### config.mk
export PLATFORM = sky130hd
export DESIGN_NAME = mols_ctrl
export DESIGN_NICKNAME = d
export VERILOG_FILES = /design/src/rtl/mols_pkg.sv /design/src/rtl/mols_ctrl.sv
export VERILOG_INCLUDE_DIRS = /design/src /design/src/rtl
export SDC_FILE = /design/constraint.sdc
export NUM_CORES = 1
export LEC_CHECK = 0
export ABC_CLOCK_PERIOD_IN_PS = 4700
export BUFFER_PORTS_ARGS = -buffer_cell sky130_fd_sc_hd__buf_4
export CELL_PAD_IN_SITES_DETAIL_PLACEMENT = 1
export CELL_PAD_IN_SITES_GLOBAL_PLACEMENT = 1
export CORE_UTILIZATION = 34
export DETAILED_ROUTE_END_ITERATION = 7
export PLACE_DENSITY = 0.79
export SYNTH_ARGS = -nofsm -noshare
export SYNTH_HDL_FRONTEND = slang
export SYNTH_SLANG_ARGS = --single-unit
### constraint.sdc
create_clock -name i_clk -period 4.7 [get_ports i_clk]
set_input_delay 0.47 -clock i_clk [delete_from_list [all_inputs] [get_ports i_clk]]
set_output_delay 0.47 -clock i_clk [all_outputs]
set_load 0.01 [all_outputs]
### src/rtl/median_of_loaded_set_top_defines.svh
// Assertion macros shared by the median block's RTL files.
// Depends on nothing; included by the modules that carry assertions.
`ifndef MEDIAN_OF_LOADED_SET_TOP_DEFINES_SVH
`define MEDIAN_OF_LOADED_SET_TOP_DEFINES_SVH
`ifndef SYNTHESIS
`define MOLS_ASSERT(lbl, clk, rst_n, prop) \
    lbl: assert property (@(posedge clk) disable iff (!rst_n) prop) \
        else $error("median block assertion failed");
`define MOLS_ASSERT_ALWAYS(lbl, clk, prop) \
    lbl: assert property (@(posedge clk) prop) \
        else $error("median block assertion failed");
`else
`define MOLS_ASSERT(lbl, clk, rst_n, prop)
`define MOLS_ASSERT_ALWAYS(lbl, clk, prop)
`endif
`endif

### src/rtl/mols_pkg.sv
// Shared widths, defaults and controller/datapath command and status types
// for the median block. Depends on nothing.
package mols_pkg;

    localparam int VAL_W            = 32;
    localparam int MED_W            = 33;
    localparam int CNT_OUT_W        = 9;
    localparam int MAX_ELEMENTS_DEF = 256;

    typedef struct packed {
        logic accept;
        logic rd_prev;
        logic shift;
        logic place;
        logic rd_hi;
        logic cap_hi;
        logic rd_lo;
        logic finish;
    } t_cmd;

    typedef struct packed {
        logic full;
        logic pos_zero;
        logic greater;
        logic last;
        logic out_busy;
    } t_stat;

endpackage

### src/rtl/mols_ctrl.sv
// Controller of the median block: sequences insertion steps and the median
// read-out through command and status structs. Depends on mols_pkg.
`include "median_of_loaded_set_top_defines.svh"
module mols_ctrl (
    input  logic            i_clk,
    input  logic            i_rst_n,
    input  logic            i_in_valid,
    output logic            o_in_ready,
    input  mols_pkg::t_stat i_stat,
    output mols_pkg::t_cmd  o_cmd
);
    import mols_pkg::*;

    typedef enum logic [6:0] {
        S_IDLE = 7'b0000001,
        S_SCAN = 7'b0000010,
        S_CMP  = 7'b0000100,
        S_DONE = 7'b0001000,
        S_MED0 = 7'b0010000,
        S_MED1 = 7'b0100000,
        S_MED2 = 7'b1000000
    } t_state;

    t_state r_state;
    t_state n_state;
    logic   accept;

    assign o_in_ready = i_rst_n && (r_state == S_IDLE);
    assign accept     = i_in_valid && o_in_ready;

    always_comb begin
        n_state = r_state;
        o_cmd   = '0;
        unique case (r_state)
            S_IDLE: begin
                if (accept) begin
                    o_cmd.accept = 1'b1;
                    n_state      = i_stat.full ? S_DONE : S_SCAN;
                end
            end
            S_SCAN: begin
                if (i_stat.pos_zero) begin
                    o_cmd.place = 1'b1;
                    n_state     = S_DONE;
                end else begin
                    o_cmd.rd_prev = 1'b1;
                    n_state       = S_CMP;
                end
            end
            S_CMP: begin
                if (i_stat.greater) begin
                    o_cmd.shift = 1'b1;
                    n_state     = S_SCAN;
                end else begin
                    o_cmd.place = 1'b1;
                    n_state     = S_DONE;
                end
            end
            S_DONE: begin
                n_state = i_stat.last ? S_MED0 : S_IDLE;
            end
            S_MED0: begin
                o_cmd.rd_hi = 1'b1;
                n_state     = S_MED1;
            end
            S_MED1: begin
                o_cmd.cap_hi = 1'b1;
                o_cmd.rd_lo  = 1'b1;
                n_state      = S_MED2;
            end
            S_MED2: begin
                if (!i_stat.out_busy) begin
                    o_cmd.finish = 1'b1;
                    n_state      = S_IDLE;
                end
            end
            default: begin
                n_state = S_IDLE;
            end
        endcase
    end

    always_ff @(posedge i_clk) begin
        if (!i_rst_n) begin
            r_state <= S_IDLE;
        end else begin
            r_state <= n_state;
        end
    end

    `MOLS_ASSERT(a_cmp_after_scan, i_clk, i_rst_n, (r_state == S_CMP) |-> ($past(r_state) == S_SCAN))
    `MOLS_ASSERT(a_med_after_done, i_clk, i_rst_n, $rose(r_state == S_MED0) |-> $past(i_stat.last))
    `MOLS_ASSERT(a_state_onehot, i_clk, i_rst_n, $onehot(r_state))
endmodule
# Word level (Yosys, flattened, before mapping)
# Index checks and enable logic that the tools add are counted.
# word_totals
register_bits,7
in_bits,8
# op_classes
reduce_logical,3
eq_ne,9
muxes,20
# op_table
cell,n
7-bit case mux with 7 select lines,1
7-bit 2-to-1 mux,2
4-bit 2-to-1 mux,3
1-bit 2-to-1 mux,11
"7-bit by 1-bit == test with 1-bit output, second input constant",1
"7-bit by 2-bit == test with 1-bit output, second input constant",1
"7-bit by 3-bit == test with 1-bit output, second input constant",1
"7-bit by 4-bit == test with 1-bit output, second input constant",1
"7-bit by 5-bit == test with 1-bit output, second input constant",1
"7-bit by 6-bit == test with 1-bit output, second input constant",1
"7-bit == test, second input constant",1
5-bit 2-to-1 mux,1
"2-bit != test, second input constant",2
1-bit logical AND,2
2-bit 2-to-1 mux,1
1-bit case mux with 2 select lines,1
2-bit AND reduction,1

# Longest topological paths before layout
# Gate-level depths: netlist of run 1.
# depth
word_depth,5
mapped_depth,5
depth_no_buf,4

# Worst setup path before layout of run 1
# No wires, ideal clock.
# synth_timing
path_kind,register to output
from,reg r_state[2]
to,out o_cmd[2] (netlist bit)
n_path_buf,1
path_slack_ns,2.664
stages_incl_launch_ff,4
t_arrival_ns,1.566
cell_sequence,dfxtp_1 -> nor3_1 -> nor4b_1 -> buf_4
# synth_lines
item,line_no,rtl
from (decl),mols_ctrl.sv:24,t_state r_state;
from (signal assigned),mols_ctrl.sv:87,r_state <= n_state;
to (decl),mols_ctrl.sv:10,output mols_pkg::t_cmd o_cmd

==> flow_metrics.env, run 1 <==
export IMPL_clockRootBuffer="clkbuf_4"
export IMPL_pwr_share_clk=0.210
export IMPL_hpwl_um=943.9
export IMPL_yosysSeqAreaShare=0.3155
export IMPL_synth_nets=62
export IMPL_leakage_nw=0.2563
export IMPL_yosys_area_top_type="dfxtp_1"
export IMPL_wl_per_cell_um=14.86
export IMPL_post_cts_resized=0
export IMPL_rsz0062_at_grt="no"
export IMPL_grt_usage=0.1956
export IMPL_setup_worst_path_end_class="output pin"
export IMPL_largest_reg_flops=7
export IMPL_drt_pass1_iter_count=4
export IMPL_die_x_um=38.15
export IMPL_syn_inst=54
export IMPL_crit_fanout=6
export IMPL_nNetsFinal=80
export IMPL_p_sw_frac=0.4048
export IMPL_drv_cap=0
export IMPL_ff_latch_area_um2=140.1
export IMPL_vias_per_cell=5.776
export IMPL_synth_top_area_share=0.3155
export IMPL_antenna_cells=0
export IMPL_port_buffers=16
export IMPL_vias=491
export IMPL_coreArea_mm2=0.001156
export IMPL_layout_common_cells="buf_4, dfxtp_1, nor3_1, nand2_1, nor2_1"
export IMPL_fin_tns_setup_ps=0
export IMPL_gp_congestion=0.7640
export IMPL_fmax_ghz=0.4167
export IMPL_outcome="completed"
export IMPL_grt_pass1_vias=430
export IMPL_ys_warn_count=0
export IMPL_p_sw_uw=114.4
export IMPL_synth_cell_area_um2=444.2
export IMPL_clk_pin_slew_ps=60
export IMPL_synth_cell_types=30
export IMPL_antenna_left=0
export IMPL_place_area_um2=565.5
export IMPL_max_slew_margin_rel=0.5336
export IMPL_grt_max_degree=9
export IMPL_required_ps=4230
export IMPL_antenna_found_initial=0
export IMPL_fin_area_um2=591.8
export IMPL_grt_pass1_wl_mm=1.869
export IMPL_core_rowCount=12
export IMPL_cts_made_buffers=3
export IMPL_largestRegisters="r_state (7)"
export IMPL_setup_viol=0
export IMPL_fin_crit_ps=2400
export IMPL_cts_max_path_buffers=2
export IMPL_routed_wl_mm=1.263
export IMPL_h_tree_depth=1
export IMPL_p_comb_frac=0.471
export IMPL_drt_initial_drc_count=10
export IMPL_arrival_ps=1930
export IMPL_tightest_slew_ps=694.3
export IMPL_power_density_mw_per_mm2=477.6
export IMPL_hold_buffers=0
export IMPL_fillers=144
export IMPL_start_kind="register"
export IMPL_slew_violations=0
export IMPL_p_int_uw=168.2
export IMPL_regMostFlops="r_state"
export IMPL_ys_ff_latch=7
export IMPL_period_share=0.5106
export IMPL_whs_ps=390.8
export IMPL_worstSkewPairLatency_ps=260
export IMPL_synthTopCellsByArea="dfxtp_1, nor4b_1, nor3_1, nand2_1, nor2_1"
export IMPL_worst_ir_drop_vdd_v=0.0002122
export IMPL_synth_avg_cell_area_um2=8.225
export IMPL_cts_tree="built"
export IMPL_worst_clock_skew_ps=2.793
export IMPL_cts_sinks=7
export IMPL_min_path_type="input port to register"
export IMPL_drive_gt1_frac=0.3380
export IMPL_die_height_um=38.15
export IMPL_cts_setup_buffers=0
export IMPL_die_area_mm2=0.001455
export IMPL_critical_path_class="register to output pin"
export IMPL_pin_count=17
export IMPL_final_common_cell="buf_4"
export IMPL_initial_utilization=0.3842
export IMPL_p_seq_frac=0.319
export IMPL_grt_overflow=0
export IMPL_multi_input_area_um2=276.5
export IMPL_p_total_uw=282.7
export IMPL_hold_viol_final=0
export IMPL_drc=0
export IMPL_area_delta_synth_final_pct=33.24
worst max-delay path, stage by stage, from the launching register on:
cell and delay, ps:
dfxtp_1 340, nor3_1 590, nor4b_1 520, buf_4 220
logic make-up after synthesis:
group | count (synthesis) | synth area share
DFF | 7 | 0.3155
AOI/OAI and AO/OA | 10 | 0.1944
buffers and inverters | 6 | 0.06196
and+or+nand+nor | 30 | 0.4085
xor gates and xnor gates | 1 | 0.01972
synth_stat cells, drive strengths merged:
cell and instances:
and2 1, o31ai 1, nand2 5, a21oi 1, buf 2, and3 1, o21ai 1, or2 1
clkbuf 1, a32oi 1, a2bb2oi 1, dfxtp 7, o31a 2, nor3b 1, nor2 5, o21ba 1
or4b 1, nand3b 1, nor3 5, or4 1, nand3 1, nor4b 4, o21a 1, inv 3
a31oi 1, xnor2 1, or3 2, nand2b 1
through the flow:
step	setup WS (ps)	instances	utilization
2_1_floorplan	2664	54	-
3_3_place_gp	2615	81	0.4892
3_5_place_dp	2611	81	0.4892
4_1_cts	2320	85	0.5119
5_1_grt	2124	85	0.5119
6_report	2300	85	0.5119
power by group through the flow:
stage	clock [mW]	sequential (mW)	combinational, mW
detailed placement	0	0.0907	0.131
CTS	0.0592	0.0897	0.133
global placement	0	0.0888	0.132
finish	0.0592	0.0903	0.133
floorplan	0	0.0783	0.107
global route	0.0630	0.0919	0.143
cell type report:
class / count / area share
Clock buffer: 4 / 0.04440
Inverter: 3 / 0.01903
Multi-Input combinational cell: 41 / 0.4672
Sequential cell: 7 / 0.2368
Tap cell: 14 / 0.02960
Timing Repair Buffer: 16 / 0.2030
path summary, 6_finish.rpt:
check | cells after the start | from | slack (ps) | end
worst max-delay path | 3 | r_state[2] | 2300 | o_cmd[2]
worst min-delay path | 2 | i_stat[3] | 390 | r_state[2]
worst max register to register | 4 | r_state[0] | 2910 | r_state[1]
worst min register to register | 2 | r_state[3] | 570 | r_state[4]
layer usage:
metal	vias up	GRT usage	routed length, um
met2	18	0.3178	610
met1	236	0.2410	599
li1	235	-	-
met3	2	0.03488	37
met5	-	0	0
met4	0	0.1071	15
(Power assumes the default switching activity.)
==> run 2: changes to the inputs <==
--- a/config.mk
+++ b/config.mk
@@ -6,13 +6,13 @@
 export SDC_FILE = /design/constraint.sdc
 export NUM_CORES = 1
 export LEC_CHECK = 0
-export ABC_CLOCK_PERIOD_IN_PS = 4700
+export ABC_CLOCK_PERIOD_IN_PS = 2200
 export BUFFER_PORTS_ARGS = -buffer_cell sky130_fd_sc_hd__buf_4
 export CELL_PAD_IN_SITES_DETAIL_PLACEMENT = 1
 export CELL_PAD_IN_SITES_GLOBAL_PLACEMENT = 1
-export CORE_UTILIZATION = 34
+export CORE_UTILIZATION = 28
 export DETAILED_ROUTE_END_ITERATION = 7
-export PLACE_DENSITY = 0.79
+export PLACE_DENSITY = 0.7
 export SYNTH_ARGS = -nofsm -noshare
 export SYNTH_HDL_FRONTEND = slang
 export SYNTH_SLANG_ARGS = --single-unit
==> constraint.sdc (replaced) <==
create_clock -name i_clk -period 2.2 [get_ports i_clk]
set_input_delay 0.22 -clock i_clk [delete_from_list [all_inputs] [get_ports i_clk]]
set_output_delay 0.22 -clock i_clk [all_outputs]
set_load 0.01 [all_outputs]
==> flow_metrics.env, run 2 (synthesized netlist as in run 1, its figures left out) <==
export IMPL_worstReg2RegStart="r_state[0]"
export IMPL_clockRootBuffer="clkbuf_4"
export IMPL_clk_pin_slew_ps=50
export IMPL_rsz0062_at_grt="no"
export IMPL_dr_max_layer_used="met4"
export IMPL_finish_utilization=0.4042
export IMPL_hold_buffers=0
export IMPL_drt_pass1_iter_count=4
export IMPL_nNetsFinal=81
export IMPL_worstSkewPairLatency_ps=260
export IMPL_tightest_slew_ps=605.3
export IMPL_cts_made_buffers=3
export IMPL_p_total_uw=612.4
export IMPL_worst_clock_skew_ps=1.461
export IMPL_setup_viol=0
export IMPL_fmax_ghz=0.4772
export IMPL_min_path_type="input port to register"
export IMPL_die_x_um=41.83
export IMPL_hpwl_um=917.6
export IMPL_drv_cap=0
export IMPL_met1_length_um=579
export IMPL_cts_max_path_buffers=2
export IMPL_wl_met2_um=588
export IMPL_h_tree_depth=1
export IMPL_crit_fanout=4
export IMPL_arrival_ps=1880
export IMPL_initial_utilization=0.2983
export IMPL_port_buffers=16
export IMPL_startpoint="r_state[1]"
export IMPL_grt_pass1_wl_mm=2.035
export IMPL_routed_wl_mm=1.228
export IMPL_start_kind="register"
export IMPL_final_common_cell="buf_4"
export IMPL_setup_slack_ps=104.6
export IMPL_cts_tree="built"
export IMPL_wl_per_cell_um=13.95
export IMPL_area_delta_synth_final_pct=35.49
export IMPL_gp_congestion=0.7478
export IMPL_required_ps=1980
export IMPL_vias=479
export IMPL_critical_path_class="register to output pin"
export IMPL_drt_initial_drc_count=11
export IMPL_grt_pass1_vias=472
export IMPL_largestRegisters="r_state (7)"
export IMPL_dp_slack_ps=384.2
export IMPL_grt_usage=0.1554
export IMPL_grt_max_degree=9
export IMPL_instances_no_fill=88
export IMPL_grt_overflow=0
export IMPL_drive_gt1_frac=0.3472
export IMPL_die_area_mm2=0.001750
export IMPL_antenna_left=0
export IMPL_period_share=0.9525
export IMPL_slew_violations=0
export IMPL_layout_common_cells="buf_4, dfxtp_1, nor3_1, nand2_1, nor2_1"
export IMPL_hold_viol_final=0
export IMPL_antenna_found_initial=0
export IMPL_post_cts_resized=0
export IMPL_antenna_cells=0
export IMPL_wl_met3_um=41
export IMPL_setup_worst_path_end_class="output pin"
export IMPL_die_height_um=41.83
export IMPL_core_rowCount=14
export IMPL_worst_ir_drop_vdd_v=0.0003245
export IMPL_regMostFlops="r_state"
export IMPL_min_from="i_stat[3]"
export IMPL_outcome="completed"
export IMPL_coreArea_mm2=0.001489
export IMPL_whs_ps=138.6
export IMPL_max_slew_margin_rel=0.5908
export IMPL_placed_cells=84
export IMPL_fin_tns_setup_ps=0
export IMPL_cts_sinks=7
export IMPL_place_area_um2=575.6
export IMPL_power_density_mw_per_mm2=1017
export IMPL_pin_count=17
export IMPL_reg2regPathDepth=4
export IMPL_holdPathStages=2
export IMPL_leakage_nw=0.2608
export IMPL_drc=0
export IMPL_fin_area_um2=601.8
export IMPL_fin_crit_ps=2095
export IMPL_largest_reg_flops=7
export IMPL_vias_per_cell=5.443
export IMPL_cts_setup_buffers=0
[run 2: cell count changes in the layout (fill, tap and decap cells not counted), sizes merged]
cell / before / now
buf: 16 / 17
[run 2: worst paths after layout]
path / slack [ps] / to
worst min register to register: 560 / r_state[4]
worst max-delay path: 100 / o_cmd[4]
worst min-delay path: 140 / r_state[2]
worst max register to register: 360 / r_state[1]
[run 2: where the power goes]
| group | total [mW] | switching, mW | leakage, nW | internal, mW |
|---|---|---|---|---|
| logic | 0.298 | 0.150 | 0.189 | 0.148 |
| clock network | 0.123 | 0.0538 | 0.0150 | 0.0696 |
| registers | 0.191 | 0.0375 | 0.0571 | 0.153 |
[run 2: worst max-delay path, stage by stage, from the launching register on]
cell and delay, ps:
dfxtp_1 320, or2_1 260, or4_4 460, or3_4 390, nand2_1 70, buf_4 110
[run 2: cell type report]
type	instances	area, um2
repair buffers	17	127.6
inverters	3	11.26
flip-flops and latches	7	140.1
multi-input cells	41	276.5
fillers	178	887.1
well taps	16	20.02
clock buffers	4	26.28
[run 2: routing by layer]
layer	global-route usage	up-vias
li1	-	233
met3	0.01304	2
met1	0.1935	225
met4	0.09677	0
met5	0	-
met2	0.2563	19
==> run 3: changes to the inputs <==
--- a/config.mk
+++ b/config.mk
@@ -6,13 +6,13 @@
 export SDC_FILE = /design/constraint.sdc
 export NUM_CORES = 1
 export LEC_CHECK = 0
-export ABC_CLOCK_PERIOD_IN_PS = 2200
+export ABC_CLOCK_PERIOD_IN_PS = 2500
 export BUFFER_PORTS_ARGS = -buffer_cell sky130_fd_sc_hd__buf_4
 export CELL_PAD_IN_SITES_DETAIL_PLACEMENT = 1
 export CELL_PAD_IN_SITES_GLOBAL_PLACEMENT = 1
-export CORE_UTILIZATION = 28
+export CORE_UTILIZATION = 34
 export DETAILED_ROUTE_END_ITERATION = 7
-export PLACE_DENSITY = 0.7
+export PLACE_DENSITY = 0.79
 export SYNTH_ARGS = -nofsm -noshare
 export SYNTH_HDL_FRONTEND = slang
 export SYNTH_SLANG_ARGS = --single-unit
==> constraint.sdc (replaced) <==
create_clock -name i_clk -period 2.5 [get_ports i_clk]
set_input_delay 0.25 -clock i_clk [delete_from_list [all_inputs] [get_ports i_clk]]
set_output_delay 0.25 -clock i_clk [all_outputs]
set_load 0.01 [all_outputs]
==> flow_metrics.env, run 3 (synthesized netlist as in run 1, its figures left out) <==
export IMPL_outcome="completed"
export IMPL_fin_crit_ps=2123
export IMPL_nNetsFinal=81
export IMPL_layout_common_cells="buf_4, dfxtp_1, nor3_1, nand2_1, nor2_1"
export IMPL_leakage_nw=0.2608
export IMPL_start_kind="register"
export IMPL_antenna_left=0
export IMPL_vias_per_cell=5.302
export IMPL_min_path_type="input port to register"
export IMPL_largest_reg_flops=7
export IMPL_regMostFlops="r_state"
export IMPL_routed_wl_mm=1.144
export IMPL_coreArea_mm2=0.001156
export IMPL_crit_fanout=4
export IMPL_required_ps=2250
export IMPL_drt_initial_drc_count=2
export IMPL_die_x_um=38.15
export IMPL_hold_buffers=0
export IMPL_period_share=0.8490
export IMPL_min_from="i_stat[3]"
export IMPL_fin_tns_setup_ps=0
export IMPL_holdPathStages=2
export IMPL_cpPeakStageDelay_ps=460
export IMPL_fin_area_um2=599.3
export IMPL_drc=0
export IMPL_ff_latch_area_um2=140.1
export IMPL_hold_end="r_state[2]"
export IMPL_grt_pass1_vias=433
export IMPL_worstSkewPairLatency_ps=260
export IMPL_max_slew_margin_rel=0.6385
export IMPL_drt_pass1_iter_count=4
export IMPL_drv_cap=0
export IMPL_slew_violations=0
export IMPL_antenna_cells=0
export IMPL_grt_overflow=0
export IMPL_initial_utilization=0.3842
export IMPL_core_rowCount=12
export IMPL_die_area_mm2=0.001455
export IMPL_grt_usage=0.1929
export IMPL_grt_pass1_wl_mm=1.945
export IMPL_reg2reg_to="r_state[1]"
export IMPL_die_height_um=38.15
export IMPL_tightest_slew_ps=534.8
export IMPL_wl_per_cell_um=13.30
export IMPL_cts_made_buffers=3
export IMPL_whs_ps=175.4
export IMPL_worstReg2RegStart="r_state[0]"
export IMPL_cts_sinks=7
export IMPL_worst_clock_skew_ps=8.267
export IMPL_largestRegisters="r_state (7)"
export IMPL_fmax_ghz=0.4711
export IMPL_crit_chain="or2_1, or4_4, or3_4, nand2_1, buf_4"
export IMPL_reg2regPathDepth=4
export IMPL_finish_utilization=0.5184
export IMPL_hpwl_um=866.4
export IMPL_power_density_mw_per_mm2=899.2
export IMPL_grt_max_degree=9
export IMPL_setup_viol=0
export IMPL_arrival_ps=1870
export IMPL_fillers=149
export IMPL_clockRootBuffer="clkbuf_4"
export IMPL_multi_input_area_um2=276.5
export IMPL_post_cts_resized=0
export IMPL_hold_viol_final=0
export IMPL_vias=456
export IMPL_slowest_stage="or4_4"
export IMPL_antenna_found_initial=0
export IMPL_setup_worst_path_end_class="output pin"
export IMPL_pin_count=17
export IMPL_final_common_cell="buf_4"
export IMPL_critical_path_class="register to output pin"
export IMPL_h_tree_depth=1
export IMPL_worst_ir_drop_vdd_v=0.0004205
export IMPL_drive_gt1_frac=0.3472
export IMPL_area_delta_synth_final_pct=34.93
export IMPL_cts_max_path_buffers=2
export IMPL_clk_pin_slew_ps=60
export IMPL_cts_setup_buffers=0
export IMPL_rsz0062_at_grt="no"
export IMPL_r2r_slack_ps=760
export IMPL_place_area_um2=573.1
export IMPL_cts_tree="built"
export IMPL_gp_congestion=0.7670
export IMPL_port_buffers=16
[run 3: report_power, final]
group | total [mW] | switching (mW) | internal, mW
registers | 0.168 | 0.0330 | 0.135
clock network | 0.108 | 0.0465 | 0.0612
logic | 0.264 | 0.133 | 0.131
total | 0.539 | 0.212 | 0.327
[run 3: stage by stage]
step	power [mW]	setup WS (ps)	cells
after floorplan	0.3477	684.1	54
after global placement	0.4299	673.5	82
after detailed placement	0.4290	657.4	82
after CTS	0.5412	377.0	86
after global routing	0.5781	301.0	86
final	0.5389	377.4	86
[run 3: worst max path at each step]
| stage | start | end | slack (ps) | depth (start not counted) |
|---|---|---|---|---|
| after floorplan | r_state[2] | o_cmd[2] | 680 | 3 |
| after global placement | r_state[1] | o_cmd[4] | 670 | 5 |
| after detailed placement | r_state[1] | o_cmd[4] | 660 | 5 |
| after CTS | r_state[1] | o_cmd[4] | 380 | 5 |
| after global routing | r_state[1] | o_cmd[4] | 300 | 5 |
| final | r_state[1] | o_cmd[4] | 380 | 5 |
[run 3: worst max-delay path, delay by kind of cell (launching register included)]
kind / cells / cell delay, ps
simple gates: 4 / 1180
flops: 1 / 320
buf+inv: 1 / 110
[run 3: layout make-up]
cell class              count  share of cell area
well taps                  14             0.02923
inverters                   3             0.01879
multi-input cells          41              0.4614
repair buffers             17              0.2129
flip-flops and latches      7              0.2338
clock buffers               4             0.04384
[run 3: per-layer routing]
metal,global-route usage,vias to the layer above,wire length (um)
met1,0.2760,211,571
met5,0,-,0
met3,0.01744,0,32
met2,0.3051,10,540
met4,0.05357,0,0
li1,-,235,-
